## src/rtl/gpf_pkg.sv

```systemverilog
// package for the goldbach pair finder
// shared types and constants, no dependencies
package gpf_pkg;

    // front-to-back job descriptor
    typedef struct packed {
        logic        none;   // no pair possible, answer zeros
        logic        odd;    // odd target, only p = 2 is tried
        logic [31:0] value;  // target reduced to value width
    } gpf_job_t;

    typedef enum logic [2:0] {
        ST_IDLE,
        ST_TEST_P,
        ST_TEST_Q,
        ST_DIV,
        ST_NEXT,
        ST_DONE
    } gpf_state_t;

endpackage

```

## src/rtl/gpf_divider.sv

```systemverilog
// restoring radix-2 remainder unit, one quotient bit per cycle
// depends on nothing but its parameter
module gpf_divider #(
    parameter int W = 16
) (
    input  logic         clk,
    input  logic         rst_n,
    input  logic         start,
    input  logic [W-1:0] dividend,
    input  logic [W-1:0] divisor,
    output logic         done,
    output logic         zero_rem
);
    localparam int CW = $clog2(W + 1);

    logic [W-1:0]  num_reg, num_next;
    logic [W-1:0]  den_reg, den_next;
    logic [W:0]    rem_reg, rem_next;
    logic [CW-1:0] cnt_reg, cnt_next;
    logic          busy_reg, busy_next;
    logic          done_reg, done_next;
    logic [W:0]    shifted;
    logic [W:0]    diff;

    always_comb
    begin
        shifted   = {rem_reg[W-1:0], num_reg[W-1]};
        diff      = shifted - {1'b0, den_reg};
        num_next  = num_reg;
        den_next  = den_reg;
        rem_next  = rem_reg;
        cnt_next  = cnt_reg;
        busy_next = busy_reg;
        done_next = 1'b0;
        if (start)
        begin
            num_next  = dividend;
            den_next  = divisor;
            rem_next  = '0;
            cnt_next  = CW'(W);
            busy_next = 1'b1;
        end
        else if (busy_reg)
        begin
            num_next = {num_reg[W-2:0], 1'b0};
            rem_next = diff[W] ? shifted : diff;
            cnt_next = cnt_reg - 1'b1;
            if (cnt_reg == CW'(1))
            begin
                busy_next = 1'b0;
                done_next = 1'b1;
            end
        end
    end

    always_ff @(posedge clk or negedge rst_n)
    begin
        if (!rst_n)
        begin
            busy_reg <= 1'b0;
            done_reg <= 1'b0;
            cnt_reg  <= '0;
        end
        else
        begin
            busy_reg <= busy_next;
            done_reg <= done_next;
            cnt_reg  <= cnt_next;
        end
    end

    always_ff @(posedge clk)
    begin
        num_reg <= num_next;
        den_reg <= den_next;
        rem_reg <= rem_next;
    end

    assign done     = done_reg;
    assign zero_rem = (rem_reg == '0);
endmodule

```

## src/rtl/gpf_front.sv

```systemverilog
// front end: takes targets and classifies them into job descriptors
// depends on gpf_pkg
module gpf_front #(
    parameter int W = 16
) (
    input  logic              clk,
    input  logic              rst_n,
    input  logic              in_valid,
    output logic              in_stall,
    input  logic [15:0]       target,
    output logic              q_valid,
    input  logic              q_stall,
    output gpf_pkg::gpf_job_t q_job
);
    import gpf_pkg::*;

    // two-entry queue toward the back end
    gpf_job_t   mem_reg [2];
    logic       wp_reg, rp_reg;
    logic [1:0] cnt_reg;
    logic       push, pop;
    logic [31:0] val;
    gpf_job_t   job;

    // target reduced to its low W bits
    always_comb
    begin
        val = 32'(target) & (32'hFFFF_FFFF >> (32 - W));
        job.value = val;
        job.none  = (val < 32'd4);
        job.odd   = val[0];
    end

    assign in_stall = (cnt_reg == 2'd2);
    assign push     = in_valid && !in_stall;
    assign q_valid  = (cnt_reg != 2'd0);
    assign pop      = q_valid && !q_stall;
    assign q_job    = mem_reg[rp_reg];

    always_ff @(posedge clk or negedge rst_n)
    begin
        if (!rst_n)
        begin
            wp_reg  <= 1'b0;
            rp_reg  <= 1'b0;
            cnt_reg <= '0;
        end
        else
        begin
            if (push)
                wp_reg <= ~wp_reg;
            if (pop)
                rp_reg <= ~rp_reg;
            cnt_reg <= cnt_reg + {1'b0, push} - {1'b0, pop};
        end
    end

    always_ff @(posedge clk)
    begin
        if (push)
            mem_reg[wp_reg] <= job;
    end
endmodule

```

## src/rtl/gpf_back.sv

```systemverilog
// back end: searches primes p ascending by trial division, holds result
// depends on gpf_pkg and gpf_divider
module gpf_back #(
    parameter int W = 16
) (
    input  logic              clk,
    input  logic              rst_n,
    input  logic              q_valid,
    output logic              q_stall,
    input  gpf_pkg::gpf_job_t q_job,
    output logic              out_valid,
    input  logic              out_stall,
    output logic              found,
    output logic [15:0]       first_prime,
    output logic [15:0]       second_prime
);
    import gpf_pkg::*;

    gpf_state_t   state_reg, state_next;
    logic [W-1:0] tgt_reg, p_reg, n_reg, d_reg;
    logic         odd_reg, testq_reg;
    logic         ov_reg, hit_reg;
    logic [W-1:0] fp_reg, sp_reg;
    logic         div_start, div_done, div_zero;
    logic [2*W-1:0] dsq;
    logic         take, n_small, sq_over, cand_prime;
    logic [W-1:0] q_val;

    assign q_val = q_job.value[W-1:0];

    gpf_divider #(.W(W)) u_div (
        .clk(clk), .rst_n(rst_n), .start(div_start),
        .dividend(n_reg), .divisor(d_reg),
        .done(div_done), .zero_rem(div_zero)
    );

    // d*d > n ends trial division with a prime verdict
    assign dsq     = d_reg * d_reg;
    assign sq_over = dsq > {{W{1'b0}}, n_reg};
    assign n_small = n_reg < W'(2);
    assign take    = (state_reg == ST_IDLE) && q_valid && !ov_reg;
    assign q_stall = !((state_reg == ST_IDLE) && !ov_reg);

    always_comb
    begin
        state_next = state_reg;
        case (state_reg)
            ST_IDLE:   if (take) state_next = q_job.none ? ST_DONE : ST_TEST_P;
            ST_TEST_P: state_next = ST_DIV;
            ST_TEST_Q: state_next = ST_DIV;
            ST_DIV:
                if (n_small)
                    state_next = ST_NEXT;
                else if (sq_over)
                    state_next = testq_reg ? ST_DONE : ST_TEST_Q;
                else if (div_done)
                    state_next = div_zero ? ST_NEXT : ST_DIV;
            ST_NEXT:
                state_next = (odd_reg || (p_reg >= (tgt_reg >> 1))) ? ST_DONE : ST_TEST_P;
            ST_DONE:   state_next = ST_IDLE;
            default:   state_next = ST_IDLE;
        endcase
    end

    // divider kick: first trial and each following divisor
    logic busy_div_reg;
    assign div_start = (state_reg == ST_DIV) && !n_small && !sq_over && !busy_div_reg;
    assign cand_prime = (state_reg == ST_DIV) && !n_small && sq_over && testq_reg;

    always_ff @(posedge clk or negedge rst_n)
    begin
        if (!rst_n)
        begin
            state_reg    <= ST_IDLE;
            ov_reg       <= 1'b0;
            busy_div_reg <= 1'b0;
        end
        else
        begin
            state_reg <= state_next;
            if (div_start)
                busy_div_reg <= 1'b1;
            else if (div_done || state_reg != ST_DIV)
                busy_div_reg <= 1'b0;
            if (state_reg == ST_DONE)
                ov_reg <= 1'b1;
            else if (ov_reg && !out_stall)
                ov_reg <= 1'b0;
        end
    end

    always_ff @(posedge clk)
    begin
        case (state_reg)
            ST_IDLE:
                if (take)
                begin
                    tgt_reg <= q_val;
                    odd_reg <= q_job.odd;
                    p_reg   <= W'(2);
                    hit_reg <= 1'b0;
                end
            ST_TEST_P:
            begin
                n_reg     <= p_reg;
                d_reg     <= W'(2);
                testq_reg <= 1'b0;
            end
            ST_TEST_Q:
            begin
                n_reg     <= tgt_reg - p_reg;
                d_reg     <= W'(2);
                testq_reg <= 1'b1;
            end
            ST_DIV:
            begin
                if (div_done && !div_zero)
                    d_reg <= d_reg + 1'b1;
                if (cand_prime)
                    hit_reg <= 1'b1;
            end
            ST_NEXT:   p_reg <= p_reg + 1'b1;
            ST_DONE:
            begin
                fp_reg <= hit_reg ? p_reg : '0;
                sp_reg <= hit_reg ? tgt_reg - p_reg : '0;
            end
            default: ;
        endcase
    end

    assign out_valid    = ov_reg;
    assign found        = hit_reg;
    assign first_prime  = 16'(fp_reg);
    assign second_prime = 16'(sp_reg);
endmodule

```

## src/rtl/goldbach_pair_finder.sv

```systemverilog
// search: targets below 4 skip it; otherwise each trial divisor takes one
// pass of the remainder unit, over all primality tests of the ascending search
// throughput: one transaction at a time in the search, set by the shared
// radix-2 remainder unit; a two-entry queue lets targets enter meanwhile
// reset: rst_n asynchronous active low clears queue, fsm and output valid
module goldbach_pair_finder #(
    parameter int VALUE_WIDTH = 16
) (
    input  logic        clk,
    input  logic        rst_n,
    input  logic        in_valid,
    output logic        in_stall,
    input  logic [15:0] target,
    output logic        out_valid,
    input  logic        out_stall,
    output logic        found,
    output logic [15:0] first_prime,
    output logic [15:0] second_prime
);
    import gpf_pkg::*;

    // queue between classification and search
    logic     q_valid, q_stall;
    gpf_job_t q_job;

    gpf_front #(.W(VALUE_WIDTH)) u_front (
        .clk(clk), .rst_n(rst_n),
        .in_valid(in_valid), .in_stall(in_stall), .target(target),
        .q_valid(q_valid), .q_stall(q_stall), .q_job(q_job)
    );

    // search engine with output register
    gpf_back #(.W(VALUE_WIDTH)) u_back (
        .clk(clk), .rst_n(rst_n),
        .q_valid(q_valid), .q_stall(q_stall), .q_job(q_job),
        .out_valid(out_valid), .out_stall(out_stall),
        .found(found), .first_prime(first_prime), .second_prime(second_prime)
    );
endmodule

```

## config.mk

```make
export PLATFORM = sky130hd
export DESIGN_NAME = goldbach_pair_finder
export DESIGN_NICKNAME = d
export VERILOG_FILES = /design/src/rtl/gpf_pkg.sv /design/src/rtl/gpf_divider.sv /design/src/rtl/gpf_front.sv /design/src/rtl/gpf_back.sv /design/src/rtl/goldbach_pair_finder.sv
export SDC_FILE = /design/constraint.sdc
export NUM_CORES = 1
export LEC_CHECK = 0
export BUFFER_PORTS_ARGS = -buffer_cell sky130_fd_sc_hd__buf_4
export CORE_AREA = 2 2 193 242
export DETAILED_ROUTE_END_ITERATION = 12
export DIE_AREA = 0 0 195 244
export GPL_TIMING_DRIVEN = 1
export PLACE_DENSITY = 0.51
export SLEW_MARGIN = 0
export SYNTH_ARGS = -nofsm -noshare
export SYNTH_HDL_FRONTEND = slang
export SYNTH_SLANG_ARGS = --single-unit
```

## constraint.sdc

```tcl
create_clock -name clk -period 10.5 [get_ports clk]
set_input_delay 1.05 -clock clk [delete_from_list [all_inputs] [get_ports clk]]
set_output_delay 1.05 -clock clk [all_outputs]
set_load 0.02 [all_outputs]
```

[Word-level counts from Yosys, hierarchy flattened]
Memory sizes are Yosys's and may differ from the RTL's.
Index checks and enable logic that the tools add are counted.
Storage, ports and cells
  register bits after elaboration: 164
  bits in writable memories: 36
  output and inout port bits: 35
  word-level logic and storage cells: 120
  memories: 1
Cells by class
  add/subtract/negate cells: 7
  multipliers: 1
  order comparisons: 4
  eq/ne operators: 12
  multiplexer cells: 35
  bitwise operators: 2
  reduce and logical (&&, ||, !) cells: 37
Memory list
  u_front.mem_reg: words 2, bits a word 18, read ports 1, clocked after memory_dff 0, write ports 1, line gpf_front.sv:18  | gpf_job_t mem_reg [2];
Operators with widths (number)
  16-bit case mux with 2 select lines: 3
  16-bit two-way mux: 4
  16-bit by 1-bit adder with 16-bit output, second input constant: 2
  32-bit by 16-bit > comparator with 1-bit output: 1
  16-bit by 16-bit multiplier with 32-bit output: 1
  3-bit two-way mux: 8
  17-bit logical NOT: 1
  17-bit two-way mux: 1
  17-bit by 16-bit subtractor with 17-bit output: 1
  16-bit by 15-bit >= comparator with 1-bit output: 1
  16-bit by 2-bit < comparator with 1-bit output, second input constant: 1
  16-bit by 3-bit < comparator with 1-bit output, second input constant: 1
  2-bit nonzero test: 8
  16-bit subtractor: 1
  1-bit two-way mux: 14
  1-bit logical AND: 12
  3-bit case mux with 4 select lines: 1
  5-bit two-way mux: 2
  2-bit AND reduction: 4
  1-bit logical NOT: 7
  3-bit by 2-bit == test with 1-bit output, second input constant: 2
  3-bit == test, second input constant: 2
  5-bit by 1-bit == test with 1-bit output, second input constant: 1
  5-bit by 1-bit subtractor with 5-bit output, second input constant: 1
  other kinds (14): 18

[Depth between registers and ports, before layout]
  depth in word-level cells: 7
  gate-level depth with buffers: 35

[By module]
Synthesis repeated with hierarchy kept, for this count alone.
Second synthesis, totals
  cell total of the unflattened synthesis: 1821
  area total of the unflattened synthesis: 18083.6 sq um
Modules (own cells, without submodules)
  gpf_back: instances 1, cells each 1442, area each 13451.7 sq um
  gpf_divider: instances 1, cells each 285, area each 3035.4 sq um
  gpf_front: instances 1, cells each 94, area each 1596.5 sq um

[Least setup slack after synthesis]
No wires, ideal clock.
  kind: register to register
  start point: reg u_back.d_reg[1]
  end point: reg u_back.u_div.num_reg[0] (enable)
  arrival: 7.850 ns
  slack: 2.317 ns
  stages on the path, launching flop included: 31
  buffers on the path: 3
  period minus slack after synthesis: 8.183 ns
  path through: edfxtp_1 clkbuf_1 clkbuf_1 nand2_1 fa_1 fa_1 inv_1 fa_1 fa_1 fa_1 inv_1 fa_1 inv_1 ha_1 a21oi_1 o21ai_0 a21oi_1 o21ai_0 a21oi_1 xnor2_1 ha_1 and4_1 a221oi_1 a21oi_1 a311oi_1 nand2_1 nor4_2 nand4_2 nor3_4 buf_6 or2_2
Between the ends
  word-level cells in the longest chain between the ends: 6
Ends and longest elaborated chain
  start, declared: line gpf_back.sv:20  | logic [W-1:0] tgt_reg, p_reg, n_reg, d_reg;
  start signal, assigned: line gpf_back.sv:118  | d_reg <= d_reg + 1'b1;
  16-bit by 16-bit multiplier with 32-bit output: line gpf_back.sv:38  | assign dsq = d_reg * d_reg;
  32-bit by 16-bit > comparator with 1-bit output: line gpf_back.sv:39  | assign sq_over = dsq > {{W{1'b0}}, n_reg};
  1-bit logical NOT: line gpf_back.sv:67  | assign div_start = (state_reg == ST_DIV) && !n_small && !sq_over && !busy_div_reg;
  1-bit logical AND (2 in series): line gpf_back.sv:67
  2-bit nonzero test (no source line)
  end signal, assigned: line gpf_divider.sv:74  | num_reg <= num_next;
  end, declared: line gpf_divider.sv:16  | logic [W-1:0] num_reg, num_next;
Every way passes these cells.
A chain may end at the register's enable or synchronous reset.

[Worst setup path in the final report]
  start point: reg u_back.d_reg[11]
  end point: reg u_back.u_div.num_reg[2] (data pin)
Between the ends
  word-level cells in the longest chain between the ends: 6
Ends and longest elaborated chain
  16-bit by 16-bit multiplier with 32-bit output: line gpf_back.sv:38
  32-bit by 16-bit > comparator with 1-bit output: line gpf_back.sv:39
  1-bit logical NOT: line gpf_back.sv:67
  1-bit logical AND (2 in series): line gpf_back.sv:67
  16-bit two-way mux: line gpf_divider.sv:35  | if (start)
  named net u_back.u_div.num_next[2]: line gpf_divider.sv:16
The timed path passes the listed nets, and every way through them passes these cells.

==> implementation parameters <==
Parameter                              Value

Worst setup path
  Worst Path Class, Setup    reg2reg
  Critical path's most frequent cell    sky130_fd_sc_hd__fa_1
  Worst setup SP type    flop
  CP max stage delay    just over 0.8 ns
  Crit end category    flop
  Worst path required time    ~11 ns
  Endpoint arrival time on the critical path    9.26 ns
  Largest fanout of any net on the critical path    43
  Master of the slowest instance on the critical path    sky130_fd_sc_hd__edfxtp_1

Logic synthesis
  Post-Synth XOR/XNOR Area    0.04150
  Number of distinct library cell variants in the gate-level netlist after synthesis    71
  Post-synth ARST share    0.08122
  Post-synth top area share    0.2745
  Yosys warns    0
  Synthesized instance count    1,794
  EDFF count, synth    about 160
  Post-synthesis adder-cell area fraction    0.3049
  Most instantiated flip-flop cell in the synthesis netlist    sky130_fd_sc_hd__edfxtp_1
  Synth Register Bits    just under 200
  Simple-Gate Fraction of Synth Area    0.1364
  Largest family of logic cells by synthesized area    adder cells
  Main area contributors after synthesis    sky130_fd_sc_hd__edfxtp_1 27%, sky130_fd_sc_hd__fa_1 19%, sky130_fd_sc_hd__ha_1 12%, sky130_fd_sc_hd__inv_1 6.8%, sky130_fd_sc_hd__xnor2_1 3.1%
  Net count after synthesis    roughly 2,200
  Mapped Area    0.01794 mm²
  Mux contribution to synthesized area    0.03696
  Synthesized-area fraction occupied by ao, oa, aoi and oai cells    0.08153
  Library cell occupying the most area in the post-synthesis netlist    sky130_fd_sc_hd__edfxtp_1
  Average size of a mapped cell    around 10 µm²
  Sequential cell area fraction in the yosys report    0.3158

Layout
  Final-stage net count    between 2,000 and 2,500
  Final core utilization    0.4332
  Most used cells in the layout excluding fill and tap cells    326 x sky130_fd_sc_hd__inv_1, 170 x sky130_fd_sc_hd__ha_1, 167 x sky130_fd_sc_hd__fa_1, 164 x sky130_fd_sc_hd__edfxtp_1, 142 x sky130_fd_sc_hd__nand2_1
  Flip-flop count of the largest register, all copies and words added    34
  Signed area change from the synthesized netlist to the final layout    8.816%
  Total non-filler cell area in the finished layout    ~0.020 mm²
  Antenna cells    0
  Layout cells sized above 1    0.08703
  Commonest non-fill, non-tap cell in the layout    sky130_fd_sc_hd__inv_1

STA
  Number of pins exceeding their max-slew limit in the final report    0
  Highest achievable clock rate    110.5 MHz
  Setup slack of the critical path after layout    1.447 ns
  Number of setup violations in the final report    0
  Share of the clock period used by the worst path after layout    0.8622
  Post-Route Skew    0.01389 ns
  Post-layout minimum cycle time    between 9 and 10 ns
  Number of failing hold endpoints at the final stage    0
  Worst slew margin    0.3122
  Setup total negative slack    0 ns
  Setup repair after global routing missed its margin    no
  Worst Max-Slew Pin Slew    ~1.0 ns

Clocking
  Post-CTS setup buffer count    0
  Clock network latency to the later pin of the worst-skew pair    between 0.4 and 0.5 ns
  Number of hold-repair buffers added at the cts stage    0
  CTS tree    done
  Resized cells post-CTS    0
  Clock tree sinks    197
  Clock edge transition at the registers on the reported setup and hold paths    0.08 ns
  CTS HTree Levels    4
  Clk buf depth    2
  CTS Buf Count    17
  Root Buffer Master    sky130_fd_sc_hd__clkbuf_16

Placement
  Area after DPL    between 0.015 and 0.02 mm²
  Worst slack, placed    1.442 ns
  Post-DP HPWL    roughly 35 mm
  Port Buf Inserts    54
  Final estimated routing congestion in global placement    0.8189

Die
  I/O pins    between 50 and 60
  Floorplan die height    approximately 240 µm
  Die Outline Area    0.04758 mm²
  Die outline width    ~200 µm
  Cell row count    a little under 90
  Initial core utilization    0.3981
  Core outline area    approximately 0.045 mm²

Routing
  Total DRC errors in the routed layout    0
  Average routed wire per standard cell    ~18 µm
  Vias    between 10,000 and 15,000
  Iter 0 DRT Violations    approximately 550
  Number of detailed-routing iterations run before antenna repair    8
  Aggregate routed wire length    43.51 mm
  Antenna-violating nets left    0
  Number of vias per cell    between 5 and 6

Run status
  Outcome    finished clean

Global routing
  Global route total overflow    0
  Pin count of the biggest net entering global routing    44
  Initial antenna violation count    0
  GRT Total Usage    0.1897
  Global-route wire length before repair    slightly above 70 mm
  Vias in the first global route    roughly 13,000

Job
  Max capacitance violation total    0

Hold path
  Worst min path class    in2async
## cell families after synthesis
group                      after synthesis
buffers and inverters                  388
and+or+nand+nor                        504
xor gates and xnor gates                85
DFF                                    197
adders and majority gates              337
AOI/OAI and AO/OA                      225
muxes                                   58
## cell type report
cell class                 count  area (µm²)
clock buffer                  17       425.4
clock inverter                15       211.5
fill                        4493       25540
inverter                     326        1224
multi-input combinational   1209       10800
sequential                   197        5665
tap                          578       723.2
timing repair buffer          63       473.0
## metal layers
layer / GRT usage / up-vias / part of all wire
li1: - / 5980 / -
met4: 0.05433 / 0 / 0.024
met3: 0.01889 / 47 / 0.019
met1: 0.2277 / 6040 / 0.42
met5: 0 / - / 0
met2: 0.3577 / 171 / 0.54
## worst max-delay path, delay by kind of cell (launching register included)
family                     cells  cell delay [ns]
xor gates and xnor gates       1             0.14
adders and majority gates      8             3.73
muxes                          1             0.39
DFF                            1             0.83
buffers and inverters          4             0.66
and+or+nand+nor                6             1.32
AOI/OAI and AO/OA              8             1.75
## cells in the mapped netlist (all sizes together) (28+ instances only)
cell / n
nor2: 136
ha: 170
fa: 167
and2: 55
a21oi: 66
nand2: 142
o21ai: 54
inv: 326
clkbuf: 55
xnor2: 64
edfxtp: 164
mux2: 36
nand3: 28
## metrics by stage
step                instances  hold WS (ns)
floorplan                1794        0.4244
global placement         2373        0.4754
detailed placement       2373        0.4880
CTS                      2405        0.4296
global route             2405        0.4324
finish                   2405        0.4413
## final timing paths
check	startpoint	to	slack, ns	cells past startpoint
max in group asynchronous	rst_n	u_back.busy_div_reg	9.87	1
min	rst_n	u_back.out_valid	0.44	1
max reg2reg	u_back.d_reg[11]	u_back.u_div.num_reg[2]	1.45	28
min reg2reg	u_front.wp_reg	u_front.wp_reg	0.50	1
max	u_back.d_reg[11]	u_back.u_div.num_reg[2]	1.45	28
min in group clk	u_front.wp_reg	u_front.wp_reg	0.50	1
Power is not shown: default switching activity piles up to over one toggle a cycle in this logic, so the estimate is an artifact.
